$ cat config.mk
export PLATFORM = sky130hd
export DESIGN_NAME = cube_map_face_uv
export DESIGN_NICKNAME = d
export VERILOG_FILES = /design/src/hw/rtl/cmfu_pkg.sv /design/src/hw/rtl/cmfu_wrap.sv /design/src/hw/rtl/cube_map_face_uv.sv
export VERILOG_INCLUDE_DIRS = /design/src /design/src/hw/rtl
export SDC_FILE = /design/constraint.sdc
export NUM_CORES = 1
export LEC_CHECK = 0
export BUFFER_PORTS_ARGS = -buffer_cell sky130_fd_sc_hd__buf_2
export CAP_MARGIN = 10
export CELL_PAD_IN_SITES_DETAIL_PLACEMENT = 2
export CELL_PAD_IN_SITES_GLOBAL_PLACEMENT = 2
export CORE_ASPECT_RATIO = 1.1
export CORE_MARGIN = 1.5
export CORE_UTILIZATION = 34
export CTS_CLUSTER_DIAMETER = 100
export DETAILED_ROUTE_END_ITERATION = 8
export GPL_TIMING_DRIVEN = 0
export PLACE_DENSITY = 0.89
export REMOVE_ABC_BUFFERS = 1
export SLEW_MARGIN = 15
export SYNTH_ARGS = -nofsm -noshare
export SYNTH_HDL_FRONTEND = slang
export SYNTH_SLANG_ARGS = --single-unit
$ cat constraint.sdc
create_clock -name clk -period 8.4 [get_ports clk]
set_input_delay 1.26 -clock clk [delete_from_list [all_inputs] [get_ports clk]]
set_output_delay 1.26 -clock clk [all_outputs]
set_load 0.02 [all_outputs]
$ cat src/hw/rtl/assert_macros.svh
// Concurrent assertion macros included by cube_map_face_uv.sv.
`ifndef ASSERT_MACROS_SVH
`define ASSERT_MACROS_SVH

`ifndef SYNTHESIS

`define ASSERT_IMPLIES(label, clock, rst_n, ante, cons) \
	label: assert property (@(posedge clock) disable iff (!(rst_n)) (ante) |-> (cons)) \
		else $error("assertion failed");

`define ASSERT_NEXT(label, clock, rst_n, ante, cons) \
	label: assert property (@(posedge clock) disable iff (!(rst_n)) (ante) |=> (cons)) \
		else $error("assertion failed");

`else

`define ASSERT_IMPLIES(label, clock, rst_n, ante, cons)

`define ASSERT_NEXT(label, clock, rst_n, ante, cons)

`endif

`endif

$ cat src/hw/rtl/cmfu_pkg.sv
// Shared widths, face codes and types for the cube map face and UV block.
package cmfu_pkg;

	localparam int FRAC_BITS_DEF = 16;
	localparam int COORD_W       = 32;
	localparam int SUM_W         = COORD_W + 1;
	localparam int OUT_FRAC      = 17;
	localparam int TEX_W         = OUT_FRAC + 1;
	localparam int FACE_W        = 3;
	localparam int S_DATA_W      = 3 * COORD_W;
	localparam int M_DATA_W      = ((2 * TEX_W + 7) / 8) * 8;

	localparam logic [FACE_W-1:0] FACE_PX = 3'd0;
	localparam logic [FACE_W-1:0] FACE_NX = 3'd1;
	localparam logic [FACE_W-1:0] FACE_PY = 3'd2;
	localparam logic [FACE_W-1:0] FACE_NY = 3'd3;
	localparam logic [FACE_W-1:0] FACE_PZ = 3'd4;
	localparam logic [FACE_W-1:0] FACE_NZ = 3'd5;

	typedef logic signed [SUM_W-1:0] sum_t;
	typedef logic signed [TEX_W-1:0] tex_t;

endpackage

$ cat src/hw/rtl/cmfu_wrap.sv
// Reduce a face sum modulo 2.0 toward zero and halve it to a texture coordinate.
module cmfu_wrap #(
	parameter int FRAC_BITS = cmfu_pkg::FRAC_BITS_DEF
) (
	input  cmfu_pkg::sum_t sum,
	output cmfu_pkg::tex_t tex
);
	import cmfu_pkg::*;

	localparam int RW = FRAC_BITS + 1;

	logic          neg;
	logic [RW-1:0] low;
	logic [RW-1:0] mag;
	logic [OUT_FRAC-1:0] mag_scaled;

	assign neg = sum[SUM_W-1];
	assign low = sum[RW-1:0];
	assign mag = neg ? RW'(~low + RW'(1)) : low;

	generate
		if (RW <= OUT_FRAC) begin : g_up
			assign mag_scaled = OUT_FRAC'(mag) << (OUT_FRAC - RW);
		end else begin : g_down
			assign mag_scaled = OUT_FRAC'(mag >> (RW - OUT_FRAC));
		end
	endgenerate

	assign tex = neg ? -tex_t'({1'b0, mag_scaled}) : tex_t'({1'b0, mag_scaled});

endmodule

$ cat src/hw/rtl/cube_map_face_uv.sv
// Cube map face selection with per-face wrapped texture coordinates, top level.
//
// Input stream s_*: one point per transfer, s_tdata = {z, y, x}, each a
// 32-bit signed value with FRAC_BITS fraction bits, x in the low bits.
// Output stream m_*: m_tuser carries the face (0 +x, 1 -x, 2 +y, 3 -y,
// 4 +z, 5 -z); m_tdata carries u in bits 17:0 and v in bits 35:18, each
// 18-bit signed with 17 fraction bits, upper bits zero.
// A point accepted on s_* passes the input register, then the result
// register, before it is presented on m_tvalid.
// Throughput: one point per cycle while m_tready is high; the face compare, face sums and the
// modulo-2 wrap all sit between the input register and the result register.
// Backpressure: while m_tready is low the result holds and one more point
// waits in the input register; s_tready drops only when both are full.
// Reset: arst_n clears both valid flags; no result is presented until a
// point has been accepted.
`include "assert_macros.svh"

module cube_map_face_uv #(
	parameter int FRAC_BITS = cmfu_pkg::FRAC_BITS_DEF
) (
	input  logic                           clk,
	input  logic                           arst_n,
	input  logic                           s_tvalid,
	output logic                           s_tready,
	input  logic [cmfu_pkg::S_DATA_W-1:0]  s_tdata,  // x_coord, y_coord, z_coord
	output logic                           m_tvalid,
	input  logic                           m_tready,
	output logic [cmfu_pkg::M_DATA_W-1:0]  m_tdata,  // tex_u, tex_v, zero pad
	output logic [cmfu_pkg::FACE_W-1:0]    m_tuser   // face
);
	import cmfu_pkg::*;

	localparam sum_t ONE = sum_t'(1) << FRAC_BITS;
	localparam tex_t TEX_MOST_NEG = {1'b1, {(TEX_W-1){1'b0}}};

	logic                      vld_s1;
	logic signed [COORD_W-1:0] x_s1, y_s1, z_s1;
	logic                      out_vld_q;
	logic [FACE_W-1:0]         face_q;
	tex_t                      u_q, v_q;

	logic                      adv_out;
	sum_t                      xe, ye, ze;
	logic [SUM_W-1:0]          ax, ay, az;
	logic [FACE_W-1:0]         face;
	sum_t                      su, sv;
	tex_t                      tex_u, tex_v;

	assign adv_out  = !out_vld_q || m_tready;
	assign s_tready = !vld_s1 || adv_out;

	always_ff @(posedge clk or negedge arst_n) begin
		if (!arst_n) begin
			vld_s1 <= 1'b0;
		end else if (s_tready) begin
			vld_s1 <= s_tvalid;
		end
	end

	always_ff @(posedge clk) begin
		if (s_tready && s_tvalid) begin
			x_s1 <= s_tdata[COORD_W-1:0];
			y_s1 <= s_tdata[2*COORD_W-1:COORD_W];
			z_s1 <= s_tdata[3*COORD_W-1:2*COORD_W];
		end
	end

	assign xe = sum_t'(x_s1);
	assign ye = sum_t'(y_s1);
	assign ze = sum_t'(z_s1);
	assign ax = xe[SUM_W-1] ? -xe : xe;
	assign ay = ye[SUM_W-1] ? -ye : ye;
	assign az = ze[SUM_W-1] ? -ze : ze;

	always_comb begin
		if (ax >= ay && ax >= az) begin
			face = x_s1[COORD_W-1] ? FACE_NX : FACE_PX;
		end else if (ay >= az) begin
			face = y_s1[COORD_W-1] ? FACE_NY : FACE_PY;
		end else begin
			face = z_s1[COORD_W-1] ? FACE_NZ : FACE_PZ;
		end
	end

	always_comb begin
		case (face)
			FACE_PX: begin
				su = ONE - ze;
				sv = ye + ONE;
			end
			FACE_NX: begin
				su = ze + ONE;
				sv = ye + ONE;
			end
			FACE_PY: begin
				su = xe + ONE;
				sv = ONE - ze;
			end
			FACE_NY: begin
				su = xe + ONE;
				sv = ze + ONE;
			end
			FACE_PZ: begin
				su = xe + ONE;
				sv = ye + ONE;
			end
			default: begin
				su = ONE - xe;
				sv = ye + ONE;
			end
		endcase
	end

	cmfu_wrap #(.FRAC_BITS(FRAC_BITS)) u_wrap_u (
		.sum (su),
		.tex (tex_u)
	);

	cmfu_wrap #(.FRAC_BITS(FRAC_BITS)) u_wrap_v (
		.sum (sv),
		.tex (tex_v)
	);

	always_ff @(posedge clk or negedge arst_n) begin
		if (!arst_n) begin
			out_vld_q <= 1'b0;
		end else if (adv_out) begin
			out_vld_q <= vld_s1;
		end
	end

	always_ff @(posedge clk) begin
		if (adv_out && vld_s1) begin
			face_q <= face;
			u_q    <= tex_u;
			v_q    <= tex_v;
		end
	end

	assign m_tvalid = out_vld_q;
	assign m_tuser  = face_q;
	assign m_tdata  = M_DATA_W'({v_q, u_q});

	`ASSERT_NEXT(a_s1_moves_out, clk, arst_n, vld_s1 && adv_out, out_vld_q)
	`ASSERT_IMPLIES(a_blocked_full, clk, arst_n, !s_tready, vld_s1 && out_vld_q && !m_tready)
	`ASSERT_IMPLIES(a_tex_in_range, clk, arst_n, out_vld_q, u_q != TEX_MOST_NEG && v_q != TEX_MOST_NEG)

endmodule
# Yosys cells after proc, flatten, opt, wreduce, memory -nomap -nowiden
# Cells that the tools add are included.
# W data, S select, Z words.
[totals] inputBits=100 word_cells=54 ff_bits=137 out_inout_bits=45
[op_classes] n_lt_le_gt_ge=3 bitwise_logic=2 mux=14 n_addsub=12 reduce_logical=9 eq_ne=4
[op_table] operator="$add A32 B18 Y33 const B" count=3
[op_table] operator="$ge A33 B33 Y1" count=3
[op_table] operator="$mux W33" count=3
[op_table] operator="$neg A32 Y33" count=3
[op_table] operator="$pmux W33 S3" count=1
[op_table] operator="$mux W17" count=4
[op_table] operator="$pmux W33 S2" count=1
[op_table] operator="$sub A18 B32 Y33 const A" count=2
[op_table] operator="$neg A17 Y18" count=2
[op_table] operator="$add A17 B1 Y17 const B" count=2
[op_table] operator="$not A17 Y17" count=2
[op_table] operator="$eq A3 B2 Y1 const B" count=2
[op_table] operator="$mux W3" count=2
[op_table] operator="$eq A3 B1 Y1 const B" count=1
[op_table] operator="$eq A3 B3 Y1 const B" count=1
[op_table] operator="$logic_and A1 B1 Y1" count=3
[op_table] operator="$logic_not A3 Y1" count=1
[op_table] operator="$mux W1" count=3
[op_table] operator="$reduce_or A3 Y1" count=1
[op_table] operator="$logic_not A1 Y1" count=2
[op_table] operator="$logic_or A1 B1 Y1" count=2

# Longest topological paths before layout
[logic_depth] ltp_word=13 mapped_depth=38 mapped_depth_nobuf=32

# Modules after synthesis
# From an unflattened synthesis, not the netlist that was laid out.
[unflattened] hier_cells=1664 hier_area_um2=14133.6
[by_module_without_submodules] module="cube_map_face_uv" instances=1 seq_area_each_um2=4103.9 cells_each=1352 area_each_um2=12054.1
[by_module_without_submodules] module="cmfu_wrap" instances=2 seq_area_each_um2=0.0 cells_each=156 area_each_um2=1039.7

# Least setup slack after synthesis
# OpenSTA, ideal clock, no wires.
[synth_path] path_kind="register -> register" from="register y_s1[4]" to="register v_q[16] (data pin)" path_buffers=7 synth_period_minus_slack_ps=8325 required_time_ps=8138 path_slack_ps=75 stages_incl_launch_ff=37 t_arrival_ps=8062 setup_ps=262 cell_sequence="edfxtp_1 > or3_1 > clkbuf_1 > or3_1 > nor2_1 > nand2_1 > nor3_1 > nand2_1 > or2_2 > or4_1 > nand2b_1 > or4_1 > ha_1 > nand4_1 > or2_2 > nor2_1 > o2111a_1 > a311oi_1 > o21ba_2 > clkbuf_1 > a21o_1 > buf_2 > buf_2 > clkbuf_1 > buf_1 > nor2_1 > a21oi_1 > ha_1 > buf_1 > inv_1 > a211o_1 > nor3b_1 > o21ai_1 > a211o_1 > nor3_1 > a41oi_1 > xnor2_1"
[synth_via] elab_chain_len=12 elab_cells_between_ends=16 cone_classes="4 x add/sub; 2 x order compare; 2 x eq/ne; 6 x mux; 1 x bitwise; 1 x reduce/logical"
[synth_rtl] element="from (decl)" line="cube_map_face_uv.sv:37" rtl="logic signed [COORD_W-1:0] x_s1, y_s1, z_s1;"
[synth_rtl] element="from (signal assigned)" line="cube_map_face_uv.sv:63" rtl="y_s1 <= s_tdata[2*COORD_W-1:COORD_W];"
[synth_rtl] element="$neg A32 Y33" line="cube_map_face_uv.sv:72" rtl="assign ay = ye[SUM_W-1] ? -ye : ye;"
[synth_rtl] element="$mux W33" line="cube_map_face_uv.sv:72"
[synth_rtl] element="$ge A33 B33 Y1 (on tied branches)" line="cube_map_face_uv.sv:78, cube_map_face_uv.sv:76"
[synth_rtl] element="$mux W3 / $logic_and A1 B1 Y1 (equally long branches)" line="cube_map_face_uv.sv:78, cube_map_face_uv.sv:76"
[synth_rtl] element="$mux W3" line="cube_map_face_uv.sv:76" rtl="if (ax >= ay && ax >= az) begin"
[synth_rtl] element="$eq A3 B2 Y1" line="cube_map_face_uv.sv:86" rtl="case (face)"
[synth_rtl] element="$pmux W33 S2 *" line="cube_map_face_uv.sv:86"
[synth_rtl] element="$not A17 Y17" line="cmfu_wrap.sv:19" rtl="assign mag = neg ? RW'(~low + RW'(1)) : low;"
[synth_rtl] element="$add A17 B1 Y17" line="cmfu_wrap.sv:19"
[synth_rtl] element="$mux W17" line="cmfu_wrap.sv:19"
[synth_rtl] element="$neg A17 Y18" line="cmfu_wrap.sv:29" rtl="assign tex = neg ? -tex_t'({1'b0, mag_scaled}) : tex_t'({1'b0, mag_scaled});"
[synth_rtl] element="$mux W17 *" line="cmfu_wrap.sv:29"
[synth_rtl] element="net tex_v[16]" line="cube_map_face_uv.sv:47" rtl="tex_t tex_u, tex_v;"
[synth_rtl] element="to (signal assigned)" line="cube_map_face_uv.sv:136" rtl="v_q <= tex_v;"
[synth_rtl] element="to (decl)" line="cube_map_face_uv.sv:40" rtl="tex_t u_q, v_q;"
# Mark *: on every way through the listed nets, which the timed path passes. The rest lies on a longest branch.
# A chain may end at the register's enable or synchronous reset.

# Worst setup path after layout
[layout_path] from="register y_s1[6]" to="register v_q[12] (data pin)"
# Same word-level chain as after synthesis.

==> results by stage <==
Global route:
- The global-route wire length before repair is 71,400 um.
- The number of global-route vias before repair is 12.8k.
- The pin count of the biggest net entering global routing is 65.
- Across every metal layer, demand over resource in global routing totals 24.9%.
- The remaining global-route overflow is 0.
- The initial antenna violation count was 0.

Logic synthesis:
- After synthesis the netlist holds a flip-flop and latch count of 137.
- The mean post-synth cell area is 9.11 um2.
- The post-synthesis instance total is 1,366.
- The count of yosys warnings during synthesis is 0.
- For this run, the leading register cell type out of synthesis is sky130_fd_sc_hd__edfxtp_1.
- Synthesis instantiated 90 different standard cells from the library.
- The commonest cells after synthesis are sky130_fd_sc_hd__edfxtp_1 (135), sky130_fd_sc_hd__xnor2_1 (127), sky130_fd_sc_hd__nor2_1 (113).
- The most common cell in the synthesized netlist is sky130_fd_sc_hd__edfxtp_1.
- sky130_fd_sc_hd__edfxtp_1 takes more of the synthesized area than any other cell.
- After synthesis, the cell types taking the most area are sky130_fd_sc_hd__edfxtp_1 (33%), sky130_fd_sc_hd__ha_1 (10%), sky130_fd_sc_hd__xnor2_1 (8.9%), sky130_fd_sc_hd__xor2_1 (4.2%), sky130_fd_sc_hd__nor2_1 (3.4%).
- In this run, synthesis inferred 135 flip-flops with an integrated enable.
- Summing every instance area after synthesis gives 12,400 um2.
- After synthesis, the largest area contributor takes up 32.6% of total cell area.
- The sequential area share after synthesis is 33.0%.
- Counting flops with an async set or reset pin after synthesis yields a share of 1.46%.

Clocking:
- The clock buffer count from CTS is 17.
- Clock latency on the worst-skew pair, taken at its later pin, is 480 ps.
- After clock tree synthesis, the clock-pin slew on the worst setup and hold paths is 70 ps.
- The maximum clock insertion buffer count is 2.
- The count of clock tree sinks is 137.
- The H-tree was split into 4 levels.
- TritonCTS built the clock tree.
- The number of hold buffers added after cts is 0.
- The library cell used as clock root buffer is sky130_fd_sc_hd__clkbuf_16.

Floorplanning:
- The die span in x is 185 um.
- 145 I/O pins were placed.
- The area of the core is 36,100 um2.
- The y dimension of the die is 204 um.
- The die footprint is 37,800 um2.
- Once the floorplan was initialized, standard cells occupied 34.5% of the core.
- The standard-cell row count is 73.

Min path:
- The path class of the tightest hold or removal check is reg -> reg.

STA:
- The final period utilization is 98.6%.
- The final period demand of the worst path is 8280 ps.
- The number of setup violations in the final report is 0.
- The achievable frequency is 121 MHz.
- The max-slew violation count is 0.
- Measured against its own limit, the worst slew margin works out to 32.7%.
- For the pin with the worst max-slew slack, the measured transition is 997 ps.
- The clock tree skew after final layout is 24.2 ps.
- The final number of hold-violating endpoints was 0.

Worst setup path:
- The required time reported for the critical path endpoint is 8660 ps.
- The data arrival at the endpoint of the critical path is 8540 ps.
- STA classifies the critical path startpoint as a flop.
- In this run the worst path has a maximum fanout of 10.
- By startpoint and endpoint, the worst setup path is classified as reg -> reg.
- The critical path's largest stage delay is 550 ps.
- The endpoint class of the critical path is a flop.
- The standard cell with the maximum stage delay on the critical path is sky130_fd_sc_hd__or4_4.
- The most frequent cell on the critical path is sky130_fd_sc_hd__nand2_1.

Layout:
- The layout cell share with drive strength beyond 1 is 20.0%.
- From synthesis to final layout, the design area changed by 19.6%.
- The end-of-flow core utilization is 41.3%.
- The number of antenna repair diodes is 0.
- The area occupied by multi-input gates is 8270 um2.
- The area occupied by registers is 4100 um2.
- Fill cells in the final layout number 3,943.
- The count of nets after finishing is 1,705.

Placement:
- The placer congestion estimate is 0.860.
- Port buffering added 140 buffers.
- Detailed placement ended at an HPWL of 34,200 um.

Power:
- The worst vdd rail ir drop is 0.000165 V.
- The reported leakage power is 5.81 nW.
- The design draws 2.87 mW.
- Power spread over the standard cell area amounts to 193 nW/um2.

Routing:
- The sum of routed wire length over all layers is 48,800 um.
- For this run, design rule violations remaining after detail routing come to 0.
- The number of antenna-violating nets in the routed design is 0.
- Before antenna repair, the detailed router went through 4 iterations.
- Detailed routing inserted a total of 11.8k vias.
- After the first detailed-routing iteration, the DRC count stood at 685.
- After detailed routing, the number of vias per cell comes to 5.90.
- After detailed routing, the average wire length per cell comes to 24.4 um.

Outcome:
- The run finished with clean final reports.

Flow run:
- The max-cap check violation count is 0.
## cell type report
class | count | share of cell area [%]
Clock inverter | 15 | 0.865
Sequential cell | 137 | 27.6
Inverter | 56 | 1.41
Clock buffer | 17 | 2.86
Timing Repair Buffer | 184 | 7.65
Tap cell | 487 | 4.09
Multi-Input combinational cell | 1107 | 55.6
## cells by family (layout without fill, tap and decap cells)
family / count (synthesis) / after routing / synth area share, %
adder cells (fa/ha/maj): 102 / 102 / 10.3
AND/OR/NAND/NOR: 481 / 481 / 20.3
buffers and inverters: 133 / 272 / 4.32
multiplexers: 29 / 29 / 2.41
flip-flops: 137 / 137 / 33.0
AO/OA/AOI/OAI: 295 / 298 / 16.6
XOR/XNOR: 187 / 187 / 13.2
other: 2 / 10 / 0.0603
## layout by cell type (no fill, tap or decap), types with 7 or more instances in the layout
cell type,instances
sky130_fd_sc_hd__mux2i_1,21
sky130_fd_sc_hd__o31ai_1,22
sky130_fd_sc_hd__and2_1,7
sky130_fd_sc_hd__ha_1,100
sky130_fd_sc_hd__or4_1,11
sky130_fd_sc_hd__clkbuf_16,17
sky130_fd_sc_hd__nor2_1,110
sky130_fd_sc_hd__xnor2_1,126
sky130_fd_sc_hd__nand3_1,23
sky130_fd_sc_hd__nor2b_1,14
sky130_fd_sc_hd__inv_1,55
sky130_fd_sc_hd__buf_4,33
sky130_fd_sc_hd__nor3_1,36
sky130_fd_sc_hd__buf_8,7
sky130_fd_sc_hd__buf_2,140
sky130_fd_sc_hd__or2_2,9
sky130_fd_sc_hd__conb_1,10
sky130_fd_sc_hd__nand4_1,38
sky130_fd_sc_hd__xor2_1,59
sky130_fd_sc_hd__or3_1,17
sky130_fd_sc_hd__a31oi_1,17
sky130_fd_sc_hd__and3_1,11
sky130_fd_sc_hd__a21o_1,26
sky130_fd_sc_hd__o21ai_0,42
sky130_fd_sc_hd__edfxtp_1,135
sky130_fd_sc_hd__nand2_1,102
sky130_fd_sc_hd__a211oi_1,15
sky130_fd_sc_hd__nand2b_1,21
sky130_fd_sc_hd__o211ai_1,7
sky130_fd_sc_hd__o41ai_1,9
sky130_fd_sc_hd__a21oi_1,58
sky130_fd_sc_hd__o31a_1,8
sky130_fd_sc_hd__mux2_2,8
sky130_fd_sc_hd__nor4_1,24
## metal layers
metal  track usage [%]  up-vias  wire [um]
met3              3.62      138       1630
met4              12.4        0       2330
met2              44.2      336      25200
met1              29.0     6013      19700
met5                 0        -          0
li1                  -     5335          -
## where the power goes
group | total, mW | internal (mW) | switching, mW
Sequential | 0.932 | 0.858 | 0.0736
Clock | 0.741 | 0.405 | 0.336
Combinational | 1.20 | 0.457 | 0.746
## state kept, by name, summed over array words and instances, names as in the netlist
| name | flops |
|---|---|
| vld_s1 | 1 |
| y_s1 | 32 |
| m_tuser | 3 |
| v_q | 18 |
| z_s1 | 32 |
| u_q | 18 |
| m_tvalid | 1 |
| x_s1 | 32 |
## critical path, delay by kind of cell (launching register included)
kind,cells,cell delay (ps)
simple gates,16,4540
compound gates,8,1890
flops,1,490
buf+inv,3,400
fa+ha+maj,2,380
xor+xnor,1,330
## what timing repair did
item / in CTS / in global routing
setup endpoints to repair: 32 / 24
pin swaps: 5 / 11
gates cloned: 3 / 0
gates resized for setup: 43 / 27
buffers inserted: 13 / 19
## through the flow
| step | instance area, um2 | std cells | hold WS (ps) | worst slack (ps) | TNS [ps] |
|---|---|---|---|---|---|
| final | 14900 | 2003 | 517 | 119 | 0 |
| after CTS | 14600 | 1984 | 533 | 27.3 | 0 |
| after global placement | 13500 | 1924 | 465 | -2510 | -54300 |
| after global routing | 14900 | 2003 | 538 | -155 | -1270 |
| after floorplan | 12100 | 1297 | 449 | -97.1 | -249 |
| after detailed placement | 13700 | 1936 | 502 | -1850 | -39670 |
## path summary, 6_finish.rpt
path | endpoint | cells after the start | from | slack (ps)
max in group asynchronous | m_tvalid | 1 | arst_n | 7740
min in group asynchronous | vld_s1 | 1 | arst_n | 560
hold / removal | m_tvalid | 1 | vld_s1 | 520
setup / recovery | v_q[12] | 30 | y_s1[6] | 120
hold reg to reg | m_tvalid | 1 | vld_s1 | 520
setup reg to reg | v_q[12] | 30 | y_s1[6] | 120
Note: power is estimated with default switching activity, not from simulation.
